==> config.mk <==
export PLATFORM = sky130hd
export DESIGN_NAME = pump_light_level_interlock_flat
export DESIGN_NICKNAME = d
export VERILOG_FILES = /design/src/rtl/plil_pkg.sv /design/src/rtl/plil_in_if.sv /design/src/rtl/plil_out_if.sv /design/src/rtl/plil_front.sv /design/src/rtl/plil_queue.sv /design/src/rtl/plil_back.sv /design/src/rtl/pump_light_level_interlock.sv /design/src/flat_wrapper.sv
export SDC_FILE = /design/constraint.sdc
export NUM_CORES = 2
export LEC_CHECK = 0
export ABC_AREA = 0
export BUFFER_PORTS_ARGS = -buffer_cell sky130_fd_sc_hd__buf_2
export CAP_MARGIN = 20
export CORE_MARGIN = 2
export CORE_UTILIZATION = 60
export DETAILED_ROUTE_END_ITERATION = 10
export PLACE_DENSITY = 0.77
export RECOVER_POWER = 25
export REMOVE_ABC_BUFFERS = 1
export SYNTH_ARGS = -nofsm -noshare
export SYNTH_HDL_FRONTEND = slang
export SYNTH_HIERARCHICAL = 1
export SYNTH_SLANG_ARGS = --single-unit
==> constraint.sdc <==
create_clock -name clk -period 11.3 [get_ports clk]
set_clock_uncertainty 0.2 [all_clocks]
set_input_delay 0.565 -clock clk [delete_from_list [all_inputs] [get_ports clk]]
set_output_delay 0.565 -clock clk [all_outputs]
set_load 0.005 [all_outputs]
==> src/rtl/plil_pkg.sv <==
// Shared types and constants for the pump and light level interlock.
// No dependencies; the front, queue, back, top and bench import this package.
package plil_pkg;

    localparam int CFG_DW = 32;
    localparam int CFG_AW = 3;

    localparam int QUEUE_DEPTH = 4;
    localparam int QUEUE_AW    = $clog2(QUEUE_DEPTH);
    localparam int QUEUE_CW    = $clog2(QUEUE_DEPTH + 1);

    localparam logic [31:0] PUMP_OFF_NIGHT    = 32'd3600000;
    localparam logic [31:0] PUMP_OFF_YOUNG    = 32'd900000;
    localparam int          LIGHT_ON_YOUNG_H  = 6;
    localparam int          LIGHT_ON_MATURE_H = 6;
    localparam int          LIGHT_OFF_HOUR    = 20;
    localparam int          ZONE_OFFSET_MIN   = 60;

    localparam int SECS_PER_DAY  = 86400;
    localparam int SECS_PER_HOUR = 3600;
    localparam int SECS_PER_MIN  = 60;

    localparam logic [31:0] ZONE_SHIFT_S = 32'(ZONE_OFFSET_MIN * SECS_PER_MIN);

    // 86400 = 2^7 * 675; quotient by 675 via rounded-up reciprocal
    localparam int DAY_SHIFT = 7;
    localparam int DAY_ODD   = SECS_PER_DAY / (1 << DAY_SHIFT);
    localparam int Y_W       = 32 - DAY_SHIFT;
    localparam int RECIP_K   = Y_W + $clog2(DAY_ODD);
    localparam int RECIP_W   = RECIP_K - $clog2(DAY_ODD) + 1;
    localparam logic [RECIP_W-1:0] DAY_RECIP =
        RECIP_W'(((64'd1 << RECIP_K) + 64'(DAY_ODD) - 64'd1) / 64'(DAY_ODD));
    localparam int PROD_W    = Y_W + RECIP_W;
    localparam int QUOT_W    = 16;
    localparam int SOD_W     = 17;

    localparam logic [SOD_W-1:0] YOUNG_ON_S  = SOD_W'(LIGHT_ON_YOUNG_H * SECS_PER_HOUR);
    localparam logic [SOD_W-1:0] MATURE_ON_S = SOD_W'(LIGHT_ON_MATURE_H * SECS_PER_HOUR);
    localparam logic [SOD_W-1:0] LIGHT_OFF_S = SOD_W'(LIGHT_OFF_HOUR * SECS_PER_HOUR);

    typedef enum logic [1:0] {
        LV_NORMAL    = 2'd0,
        LV_PENDING   = 2'd1,
        LV_SETTLING  = 2'd2,
        LV_CONFIRMED = 2'd3
    } level_t;

    typedef enum logic [2:0] {
        RS_BOOT      = 3'd0,
        RS_SCHEDULE  = 3'd1,
        RS_SETTLING  = 3'd2,
        RS_LEVEL_LOW = 3'd3,
        RS_OVERRIDE  = 3'd4
    } reason_t;

    typedef enum logic [1:0] {
        OVR_AUTO      = 2'd0,
        OVR_FORCE_ON  = 2'd1,
        OVR_FORCE_OFF = 2'd2
    } override_t;

    typedef enum logic [CFG_AW-1:0] {
        CFG_OVERRIDE       = 3'd0,
        CFG_ESTABLISHMENT  = 3'd1,
        CFG_LOW_DEBOUNCE   = 3'd2,
        CFG_SETTLE_WAIT    = 3'd3,
        CFG_SETTLE_INTERVAL = 3'd4,
        CFG_INHIBIT_AFTER  = 3'd5,
        CFG_PUMP_ON        = 3'd6,
        CFG_PUMP_OFF_DAY   = 3'd7
    } cfg_idx_t;

    // classified item passed from front to back
    typedef struct packed {
        logic [31:0] now_ms;
        logic        clock_known;
        logic        day_young;
        logic        day_mature;
        logic        probe_neg;
        logic        probe_low;
    } task_t;

endpackage

==> src/rtl/plil_in_if.sv <==
// Service item channel: valid/ready handshake with the input fields.
// Depends on nothing.
interface plil_in_if;
    logic              valid;
    logic              ready;
    logic [31:0]       now_ms;
    logic [31:0]       epoch_s;
    logic signed [6:0] probe_points;

    modport source (output valid, output now_ms, output epoch_s, output probe_points,
                    input ready);
    modport sink   (input valid, input now_ms, input epoch_s, input probe_points,
                    output ready);
endinterface

==> src/rtl/plil_out_if.sv <==
// Result channel: valid/ready handshake with the result fields.
// Depends on nothing.
interface plil_out_if;
    logic       valid;
    logic       ready;
    logic       pump_on;
    logic       light_on;
    logic [2:0] pump_reason;
    logic [1:0] level_status;
    logic       changed;

    modport source (output valid, output pump_on, output light_on, output pump_reason,
                    output level_status, output changed, input ready);
    modport sink   (input valid, input pump_on, input light_on, input pump_reason,
                    input level_status, input changed, output ready);
endinterface

==> src/rtl/plil_front.sv <==
// Front end: takes service items, works out local time of day and classifies them.
// Depends on plil_pkg and plil_in_if.
module plil_front
    import plil_pkg::*;
(
    input  logic        clk,
    input  logic        rst_n,
    plil_in_if.sink     item,
    input  logic        push_ready,
    output logic        push_valid,
    output task_t       push_task
);

    logic              s1_valid_reg;
    logic [31:0]       sum_reg;
    logic [QUOT_W-1:0] quot_reg;
    logic [31:0]       now_reg;
    logic              known_reg;
    logic              neg_reg;
    logic              low_reg;

    logic [31:0]       sum_in;
    logic [PROD_W-1:0] prod;
    logic [32:0]       day_mult;
    logic [SOD_W-1:0]  sod;

    assign item.ready = !s1_valid_reg || push_ready;

    assign sum_in = item.epoch_s + ZONE_SHIFT_S;
    assign prod   = PROD_W'(sum_in[31:DAY_SHIFT]) * PROD_W'(DAY_RECIP);

    always_ff @(posedge clk or negedge rst_n)
    begin
        if (!rst_n)
        begin
            s1_valid_reg <= 1'b0;
        end
        else if (item.ready)
        begin
            s1_valid_reg <= item.valid;
        end
    end

    always_ff @(posedge clk)
    begin
        if (item.ready && item.valid)
        begin
            sum_reg   <= sum_in;
            quot_reg  <= QUOT_W'(prod >> RECIP_K);
            now_reg   <= item.now_ms;
            known_reg <= (item.epoch_s != 32'd0);
            neg_reg   <= item.probe_points[6];
            low_reg   <= (item.probe_points == 7'sd0);
        end
    end

    assign day_mult = 33'(quot_reg) * 33'(SECS_PER_DAY);
    assign sod      = sum_reg[SOD_W-1:0] - day_mult[SOD_W-1:0];

    assign push_valid = s1_valid_reg;

    always_comb
    begin
        push_task.now_ms      = now_reg;
        push_task.clock_known = known_reg;
        push_task.day_young   = (sod >= YOUNG_ON_S) && (sod < LIGHT_OFF_S);
        push_task.day_mature  = (sod >= MATURE_ON_S) && (sod < LIGHT_OFF_S);
        push_task.probe_neg   = neg_reg;
        push_task.probe_low   = low_reg;
    end

endmodule

==> src/rtl/plil_queue.sv <==
// Short queue of classified items between front and back.
// Depends on plil_pkg.
module plil_queue
    import plil_pkg::*;
(
    input  logic  clk,
    input  logic  rst_n,
    input  logic  push_valid,
    input  task_t push_task,
    output logic  push_ready,
    output logic  pop_valid,
    output task_t pop_task,
    input  logic  pop
);

    task_t               slot_reg [QUEUE_DEPTH];
    logic [QUEUE_AW-1:0] wr_ptr_reg;
    logic [QUEUE_AW-1:0] rd_ptr_reg;
    logic [QUEUE_CW-1:0] count_reg;
    logic                do_push;
    logic                do_pop;

    assign push_ready = (count_reg != QUEUE_CW'(QUEUE_DEPTH));
    assign pop_valid  = (count_reg != '0);
    assign pop_task   = slot_reg[rd_ptr_reg];
    assign do_push    = push_valid && push_ready;
    assign do_pop     = pop && pop_valid;

    always_ff @(posedge clk or negedge rst_n)
    begin
        if (!rst_n)
        begin
            wr_ptr_reg <= '0;
            rd_ptr_reg <= '0;
            count_reg  <= '0;
        end
        else
        begin
            if (do_push)
            begin
                wr_ptr_reg <= wr_ptr_reg + 1'b1;
            end
            if (do_pop)
            begin
                rd_ptr_reg <= rd_ptr_reg + 1'b1;
            end
            if (do_push && !do_pop)
            begin
                count_reg <= count_reg + 1'b1;
            end
            else if (do_pop && !do_push)
            begin
                count_reg <= count_reg - 1'b1;
            end
        end
    end

    always_ff @(posedge clk)
    begin
        if (do_push)
        begin
            slot_reg[wr_ptr_reg] <= push_task;
        end
    end

endmodule

==> src/rtl/plil_back.sv <==
// Back end: configuration registers, level interlock, pump duty cycle, light, result register.
// Depends on plil_pkg and plil_out_if.
module plil_back
    import plil_pkg::*;
(
    input  logic              clk,
    input  logic              rst_n,
    input  logic              cfg_wr_en,
    input  logic [CFG_AW-1:0] cfg_index,
    input  logic [CFG_DW-1:0] cfg_data,
    input  logic              pop_valid,
    input  task_t             pop_task,
    output logic              pop,
    plil_out_if.source        result
);

    override_t   override_reg;
    logic        estab_reg;
    logic [31:0] debounce_reg;
    logic [31:0] settle_wait_reg;
    logic [31:0] settle_int_reg;
    logic [31:0] inhibit_reg;
    logic [31:0] pump_on_ms_reg;
    logic [31:0] pump_off_day_reg;

    level_t      level_reg,       level_next;
    logic [31:0] level_since_reg, level_since_next;
    logic [31:0] last_settle_reg, last_settle_next;
    logic        settle_ran_reg,  settle_ran_next;
    logic [31:0] phase_start_reg, phase_start_next;
    logic        phase_on_reg,    phase_on_next;
    logic        pump_reg,        pump_next;
    logic        light_reg,       light_next;
    reason_t     reason_reg,      reason_next;

    logic        out_valid_reg;
    logic        out_changed_reg;

    logic [31:0] now;
    logic        since_upd;
    logic [31:0] el_level;
    logic [31:0] el_settle;
    logic [31:0] el_level_new;
    logic [31:0] el_phase;
    logic [31:0] off_ms;

    assign now = pop_task.now_ms;
    assign pop = pop_valid && (!out_valid_reg || result.ready);

    always_ff @(posedge clk or negedge rst_n)
    begin
        if (!rst_n)
        begin
            override_reg     <= OVR_AUTO;
            estab_reg        <= 1'b1;
            debounce_reg     <= 32'd60000;
            settle_wait_reg  <= 32'd600000;
            settle_int_reg   <= 32'd3600000;
            inhibit_reg      <= 32'd86400000;
            pump_on_ms_reg   <= 32'd900000;
            pump_off_day_reg <= 32'd900000;
        end
        else if (cfg_wr_en)
        begin
            case (cfg_idx_t'(cfg_index))
                CFG_OVERRIDE:        override_reg     <= override_t'(cfg_data[1:0]);
                CFG_ESTABLISHMENT:   estab_reg        <= cfg_data[0];
                CFG_LOW_DEBOUNCE:    debounce_reg     <= cfg_data;
                CFG_SETTLE_WAIT:     settle_wait_reg  <= cfg_data;
                CFG_SETTLE_INTERVAL: settle_int_reg   <= cfg_data;
                CFG_INHIBIT_AFTER:   inhibit_reg      <= cfg_data;
                CFG_PUMP_ON:         pump_on_ms_reg   <= cfg_data;
                CFG_PUMP_OFF_DAY:    pump_off_day_reg <= cfg_data;
                default:             ;
            endcase
        end
    end

    assign el_level  = now - level_since_reg;
    assign el_settle = now - last_settle_reg;

    // level interlock next state
    always_comb
    begin
        level_next       = level_reg;
        since_upd        = 1'b0;
        last_settle_next = last_settle_reg;
        settle_ran_next  = settle_ran_reg;
        if (pop_task.probe_neg)
        begin
            if (level_reg == LV_PENDING || level_reg == LV_SETTLING)
            begin
                level_next = LV_NORMAL;
                since_upd  = 1'b1;
            end
        end
        else
        begin
            case (level_reg)
                LV_NORMAL:
                begin
                    if (pop_task.probe_low)
                    begin
                        level_next = LV_PENDING;
                        since_upd  = 1'b1;
                    end
                end
                LV_PENDING:
                begin
                    if (!pop_task.probe_low)
                    begin
                        level_next = LV_NORMAL;
                        since_upd  = 1'b1;
                    end
                    else if (el_level >= debounce_reg
                             && (!settle_ran_reg || el_settle >= settle_int_reg))
                    begin
                        level_next       = LV_SETTLING;
                        since_upd        = 1'b1;
                        last_settle_next = now;
                        settle_ran_next  = 1'b1;
                    end
                end
                LV_SETTLING:
                begin
                    if (el_level >= settle_wait_reg)
                    begin
                        level_next = pop_task.probe_low ? LV_CONFIRMED : LV_NORMAL;
                        since_upd  = 1'b1;
                    end
                end
                default:
                begin
                    if (!pop_task.probe_low)
                    begin
                        level_next = LV_NORMAL;
                        since_upd  = 1'b1;
                    end
                end
            endcase
        end
    end

    assign level_since_next = since_upd ? now : level_since_reg;
    assign el_level_new     = since_upd ? 32'd0 : el_level;
    assign el_phase         = now - phase_start_reg;

    always_comb
    begin
        if (estab_reg)
        begin
            off_ms = PUMP_OFF_YOUNG;
        end
        else if (!pop_task.clock_known || pop_task.day_mature)
        begin
            off_ms = pump_off_day_reg;
        end
        else
        begin
            off_ms = PUMP_OFF_NIGHT;
        end
    end

    // pump and light decisions
    always_comb
    begin
        phase_on_next    = phase_on_reg;
        phase_start_next = phase_start_reg;
        pump_next        = 1'b0;
        reason_next      = RS_SCHEDULE;
        if (level_next == LV_SETTLING)
        begin
            reason_next = RS_SETTLING;
        end
        else if (level_next == LV_CONFIRMED && el_level_new >= inhibit_reg)
        begin
            reason_next = RS_LEVEL_LOW;
        end
        else
        begin
            case (override_reg)
                OVR_FORCE_OFF:
                begin
                    reason_next = RS_OVERRIDE;
                end
                OVR_FORCE_ON:
                begin
                    pump_next   = 1'b1;
                    reason_next = RS_OVERRIDE;
                end
                default:
                begin
                    if (phase_on_reg)
                    begin
                        if (el_phase >= pump_on_ms_reg)
                        begin
                            phase_on_next    = 1'b0;
                            phase_start_next = now;
                        end
                    end
                    else if (el_phase >= off_ms)
                    begin
                        phase_on_next    = 1'b1;
                        phase_start_next = now;
                    end
                    pump_next = phase_on_next;
                end
            endcase
        end
        light_next = pop_task.clock_known
                     && (estab_reg ? pop_task.day_young : pop_task.day_mature);
    end

    always_ff @(posedge clk or negedge rst_n)
    begin
        if (!rst_n)
        begin
            level_reg       <= LV_NORMAL;
            level_since_reg <= '0;
            last_settle_reg <= '0;
            settle_ran_reg  <= 1'b0;
            phase_start_reg <= '0;
            phase_on_reg    <= 1'b0;
            pump_reg        <= 1'b0;
            light_reg       <= 1'b0;
            reason_reg      <= RS_BOOT;
            out_valid_reg   <= 1'b0;
        end
        else
        begin
            out_valid_reg <= pop || (out_valid_reg && !result.ready);
            if (pop)
            begin
                level_reg       <= level_next;
                level_since_reg <= level_since_next;
                last_settle_reg <= last_settle_next;
                settle_ran_reg  <= settle_ran_next;
                phase_start_reg <= phase_start_next;
                phase_on_reg    <= phase_on_next;
                pump_reg        <= pump_next;
                light_reg       <= light_next;
                reason_reg      <= reason_next;
            end
        end
    end

    always_ff @(posedge clk)
    begin
        if (pop)
        begin
            out_changed_reg <= (pump_next != pump_reg) || (light_next != light_reg)
                               || (reason_next != reason_reg);
        end
    end

    assign result.valid        = out_valid_reg;
    assign result.pump_on      = pump_reg;
    assign result.light_on     = light_reg;
    assign result.pump_reason  = 3'(reason_reg);
    assign result.level_status = 2'(level_reg);
    assign result.changed      = out_changed_reg;

endmodule

==> src/rtl/pump_light_level_interlock.sv <==
// Top level of the pump and light level interlock.
// Depends on plil_pkg, plil_in_if, plil_out_if, plil_front, plil_queue, plil_back.
//
//  port     | dir  | transfer on         | carries
//  item     | in   | item.valid & ready  | now_ms, epoch_s, probe_points
//  result   | out  | result.valid & ready| pump_on, light_on, pump_reason, level_status, changed
//  cfg_*    | in   | cfg_wr_en           | register index and 32-bit data
//
// One item per cycle while result.ready holds; from transfer in to result valid an item
// passes the front register for the time-of-day product, a queue slot and the result register.
// The back updates all interlock state once for each item it takes.
// Asynchronous reset returns control state to defaults at once; data registers are not reset.
// A stalled result holds; six items are taken (result register, four queue slots,
// front register) before item.ready drops.
module pump_light_level_interlock
    import plil_pkg::*;
(
    input  logic              clk,
    input  logic              rst_n,
    plil_in_if.sink           item,
    plil_out_if.source        result,
    input  logic              cfg_wr_en,
    input  logic [CFG_AW-1:0] cfg_index,
    input  logic [CFG_DW-1:0] cfg_data
);

    logic  push_valid;
    logic  push_ready;
    task_t push_task;
    logic  pop_valid;
    logic  pop;
    task_t pop_task;

    plil_front u_front (
        .clk        (clk),
        .rst_n      (rst_n),
        .item       (item),
        .push_ready (push_ready),
        .push_valid (push_valid),
        .push_task  (push_task)
    );

    plil_queue u_queue (
        .clk        (clk),
        .rst_n      (rst_n),
        .push_valid (push_valid),
        .push_task  (push_task),
        .push_ready (push_ready),
        .pop_valid  (pop_valid),
        .pop_task   (pop_task),
        .pop        (pop)
    );

    plil_back u_back (
        .clk       (clk),
        .rst_n     (rst_n),
        .cfg_wr_en (cfg_wr_en),
        .cfg_index (cfg_index),
        .cfg_data  (cfg_data),
        .pop_valid (pop_valid),
        .pop_task  (pop_task),
        .pop       (pop),
        .result    (result)
    );

endmodule

==> src/flat_wrapper.sv <==
// flat-port wrapper written by rule: the top's interface ports become plain ports
module pump_light_level_interlock_flat import plil_pkg::*;
  (clk, rst_n, cfg_wr_en, cfg_index, cfg_data, item_valid, item_now_ms, item_epoch_s, item_probe_points, item_ready, result_valid, result_pump_on, result_light_on, result_pump_reason, result_level_status, result_changed, result_ready);
  plil_in_if item_i ();
  plil_out_if result_i ();
  input  logic clk;
  input  logic rst_n;
  input  logic cfg_wr_en;
  input  logic [CFG_AW-1:0] cfg_index;
  input  logic [CFG_DW-1:0] cfg_data;
  input wire logic [$bits(item_i.valid)-1:0] item_valid;
  input wire logic [$bits(item_i.now_ms)-1:0] item_now_ms;
  input wire logic [$bits(item_i.epoch_s)-1:0] item_epoch_s;
  input wire logic [$bits(item_i.probe_points)-1:0] item_probe_points;
  output wire logic [$bits(item_i.ready)-1:0] item_ready;
  output wire logic [$bits(result_i.valid)-1:0] result_valid;
  output wire logic [$bits(result_i.pump_on)-1:0] result_pump_on;
  output wire logic [$bits(result_i.light_on)-1:0] result_light_on;
  output wire logic [$bits(result_i.pump_reason)-1:0] result_pump_reason;
  output wire logic [$bits(result_i.level_status)-1:0] result_level_status;
  output wire logic [$bits(result_i.changed)-1:0] result_changed;
  input wire logic [$bits(result_i.ready)-1:0] result_ready;
  assign item_i.valid = item_valid;
  assign item_i.now_ms = item_now_ms;
  assign item_i.epoch_s = item_epoch_s;
  assign item_i.probe_points = item_probe_points;
  assign item_ready = item_i.ready;
  assign result_valid = result_i.valid;
  assign result_pump_on = result_i.pump_on;
  assign result_light_on = result_i.light_on;
  assign result_pump_reason = result_i.pump_reason;
  assign result_level_status = result_i.level_status;
  assign result_changed = result_i.changed;
  assign result_i.ready = result_ready;
  pump_light_level_interlock u_core (.clk(clk), .rst_n(rst_n), .item(item_i), .result(result_i), .cfg_wr_en(cfg_wr_en), .cfg_index(cfg_index), .cfg_data(cfg_data));
endmodule
Yosys cells after proc, flatten, opt, wreduce, memory -nomap -nowiden --
Memories as Yosys holds them, arrays and structs flattened. Cells that the tools add are included. W data, S select, Z words.
Storage, ports and cells: memories kept 1, memory bits (writable) 148, flip-flop bits (word level) 378
Memories:
- u_core.u_queue.slot_reg | depth 4, width 37, read ports 1, clocked after memory_dff 0, write ports 1, RTL line plil_queue.sv:16 | task_t slot_reg [QUEUE_DEPTH];
Operators by class: multiplexer cells 37, order comparisons 8, bitwise gates (word level) 4, multiply operators 2, reduce and logical (&&, ||, !) cells 46, add/subtract/negate cells 9, eq/ne operators 18
Operators by type and width (number):
- $ge A32 B32 Y1 | 6
- $mux W32 | 6
- $sub A32 B32 Y32 | 3
- $mul A25 B26 Y51 const B | 1
- $add A32 B12 Y32 const B | 1
- $reduce_bool A32 Y1 | 1
- $reduce_and A2 Y1 | 9
- $ge A17 B15 Y1 const B | 1
- $lt A17 B17 Y1 const B | 1
- $sub A17 B17 Y17 | 1
- $mul A16 B10 Y10 const B | 1
- $mux W2 | 8
- $mux W1 | 15
- $mux W3 | 5
- $eq A3 B3 Y1 const B | 4
- $logic_and A1 B1 Y1 | 11
- $eq A2 B2 Y1 const B | 4
- $logic_or A1 B1 Y1 | 8
- $logic_not A1 Y1 | 7
- $logic_not A7 Y1 | 1
- $eq A3 B2 Y1 const B | 2
- $pmux W2 S3 | 1
- $reduce_and A6 Y1 | 1
- $reduce_and A5 Y1 | 1
- 18 further kinds | 25

Longest topological paths before layout --
An unclocked memory read counts as a cell.
word-level depth 17, mapped depth 42, mapped depth without buffers 39

By module --
The synthesis kept the hierarchy.
Modules (own cells, without submodules):
- plil_back | times used 1, cells each 2233, seq. area each 7634.8 um2, area an instance 21150.3 um2
- plil_front | times used 1, cells each 1175, seq. area each 1736.7 um2, area an instance 12229.2 um2
- plil_queue | times used 1, cells each 228, seq. area each 4619.4 um2, area an instance 5740.5 um2

Worst setup path after synthesis --
OpenSTA, ideal clock, no wires.
path type register -> register, start point register u_core.u_queue.rd_ptr_reg[0], end point register u_core.u_back.out_changed_reg, in the netlist u_core/u_back/result.changed, data pin, path slack 2.363 ns, clock period less this slack 8.937 ns, cell stages (with the launch flop) 41, path buffers 2, arrival 8.465 ns, setup time 0.272 ns, required time 10.828 ns, cell sequence dfrtp_1 buf_4 mux4_2 inv_1 ha_1 inv_1 fa_1 a21o_1 a21oi_1 nand2b_1 o221ai_1 a221oi_1 o21ai_0 a21o_1 and3b_1 o31a_1 xnor2_1 inv_1 (+5 left out) nor2_1 a21oi_1 a21o_1 a21oi_1 clkbuf_1 nor3b_1 ha_1 a21o_1 a21o_1 a21oi_1 nor2_1 a2111oi_0 o21ai_0 a21oi_1 a21oi_4 o21ba_2 nor2_1 or4_1
RTL lines:
- from (decl) | RTL line plil_queue.sv:18 | logic [QUEUE_AW-1:0] rd_ptr_reg;
- from (signal assigned) | RTL line plil_queue.sv:45 | rd_ptr_reg <= rd_ptr_reg + 1'b1;
- to (signal assigned) | RTL line plil_back.sv:251 | out_changed_reg <= (pump_next != pump_reg) || (light_next != light_reg)
- to (decl) | RTL line plil_back.sv:37 | logic out_changed_reg;

==> metrics <==
CTS tree built; Initial Util 0.607; Worst setup EP type flop; top cells by area, synth ha_1, dfrtp_1, edfxtp_1, fa_1, inv_1; clock tree sinks 515; Worst-Skew Late Latency 0.60 ns; Worst Path Required 11.58 ns; routed wl met2 44000 microns; Core Rows 93; Yosys top cell area share 0.185; Max Cap Violations 5; final hold slack 0.0502 ns; cells after synthesis 3636; Buffers on Ports 120; met3 WL post-DR 3330 microns; period utilization 0.930; # nets final 4693; Clock Root Buffer clkbuf_16; max reg flops 148; Top Layer Used met5; Worst-Margin Slew 5.38 ns; via count 26.6k; failing checks max-capacitance violations, max-slew violations; most common library cells after synthesis inv_1, ha_1, dfrtp_1; DRC 0; Crit Path Max Fanout 32; Netlist cell types 88; Hold Path Class in2reg; GRT Util Overall 0.267; Seq cells post-synth 515; EDFF count, synth 206; Die Ht 259 microns; DIE WIDTH 259 microns; total grt overflow 0; WP data arrival 10.79 ns; most frequent cell after synthesis inv_1; fmax 95.2 MHz; remaining antenna violation count after routing 0; Pre-antenna DRT Iters 7; Startpoint Class flop; 1st-iter DRT viols 1640; ratio of routed vias to standard cells 5.64; Syn-to-layout area delta 9.54%; DIE AREA 67300 sq um; Core Area 64500 sq um; slowest CP cell mux4_2; Avg Cell Area, Syn 10.8 sq um; Final Hold Fails 0; Synth area leader ha_1; final worst setup slack 0.796 ns; most frequent CP cell a21oi_1; total setup buffers inserted after CTS 0; minimum clock period 10.50 ns; worst rel slew slack -2.59; CTS clk-pin slew, worst paths 0.07 ns; vias in the first global route 27.5k; Max Root-Sink Buffers 3; status finished, violations left; global-route wire length before repair 142000 microns; post-DP HPWL 69100 microns; CP max stage delay 0.67 ns; Cell Area, Synth 39100 sq um; antenna violations before repair 5; final design utilization 0.665; final setup violation count 0; layout cells sized above 1 0.143; M1 WL 37800 microns; Setup WS pre-CTS 0.865 ns; pin count of the biggest net entering global routing 103; RSZ-0062 raised after global routing false; asr flop ratio synth 0.600; I/O pin count 121; CP Class reg2reg; CTS Buf Count 51; routed wire length 88200 microns; H-Tree Level Count 2; sequential area share after synthesis 0.358; fin. max-slew vios 266; Final Wtd Congestion 0.951; Synth Flop Type dfrtp_1; post-DR wirelength/cell 18.7 microns; YS warnings 6
layer usage:
| layer | track usage | up-vias |
|---|---|---|
| li1 | - | 12800 |
| met1 | 0.339 | 13100 |
| met2 | 0.479 | 558 |
| met3 | 0.0283 | 170 |
| met4 | 0.0875 | 8 |
| met5 | 0 | - |
final cells by class:
class	count	area, sq um
Clock buffer	67	1380
Fill cell	4960	21600
Inverter	679	2550
Tap cell	855	1070
Clock inverter	28	380
Timing Repair Buffer	188	1160
Multi-Input combinational cell	2378	22300
Sequential cell	515	14000
Antenna cell	1	2.50
kinds of logic after synthesis:
group	count (synthesis)	synth area share
compound gates	600	0.0971
flops	515	0.358
simple gates	618	0.0766
mux	240	0.0797
xor+xnor	151	0.0340
fa+ha+maj	769	0.282
buf+inv	743	0.0725
what timing repair did:
item,4_1_cts,5_1_grt
hold buffers,34,0
gates resized for setup,0,1
setup endpoints to repair,0,9
endpoints found under the hold margin,111,0
worst paths after layout:
kind                                                              startpoint                                           end  slack (ns)  cells after the start
worst max-delay path                u_core/u_queue/rd_ptr_reg[0]$_DFFE_PN0P_  u_core/u_back/phase_start_reg[0]$_DFFE_PN0P_        0.80                     36
worst min-delay path                                            cfg_data[11]  u_core/u_back/settle_int_reg[11]$_DFFE_PN1P_        0.05                      3
worst max register to register      u_core/u_queue/rd_ptr_reg[0]$_DFFE_PN0P_  u_core/u_back/phase_start_reg[0]$_DFFE_PN0P_        0.80                     36
worst min register to register  u_core/u_back/phase_start_reg[7]$_DFFE_PN0P_  u_core/u_back/phase_start_reg[7]$_DFFE_PN0P_        0.28                      1
max in group asynchronous                                              rst_n      u_core/u_queue/wr_ptr_reg[1]$_DFFE_PN0P_        4.69                      4
min in group asynchronous                                              rst_n     u_core/u_back/debounce_reg[2]$_DFFE_PN0P_        2.28                      2
worst max-delay path: cells and delay by family, from the launching register on:
kind,cells,cell delay (ns)
buf+inv,3,1.14
fa+ha+maj,3,1.00
xor+xnor,1,0.09
simple gates,9,1.97
mux,2,1.06
compound gates,18,4.39
flops,1,0.49
placed cells by master, fill, tap and decap left out, drive strengths merged, types with 34 or more instances in the layout:
cell type,netlist,routed
a21o,87,87
a21oi,154,154
buf,18,137
clkbuf,46,84
dfrtp,251,251
dfstp,58,58
dlygate4sd3,0,34
edfxtp,206,206
fa,190,190
ha,579,579
inv,679,683
mux2,203,203
mux4,37,37
nand2,215,215
nand3,46,46
nand4,40,40
nor2,128,128
nor2b,34,34
o21ai,181,181
xnor2,104,104
xor2,47,47
through the flow:
step / TNS (ns) / std cells / area, sq um
floorplan: -11.14 / 3572 / 38800
global placement: 0 / 4581 / 40800
detailed placement: 0 / 4581 / 40800
CTS: 0 / 4710 / 42900
global route: 0 / 4711 / 42900
finish: 0 / 4711 / 42900
Power is left out: the tool's default activity adds up to more than one toggle a clock period on the data nets, which glitch-free logic cannot reach.
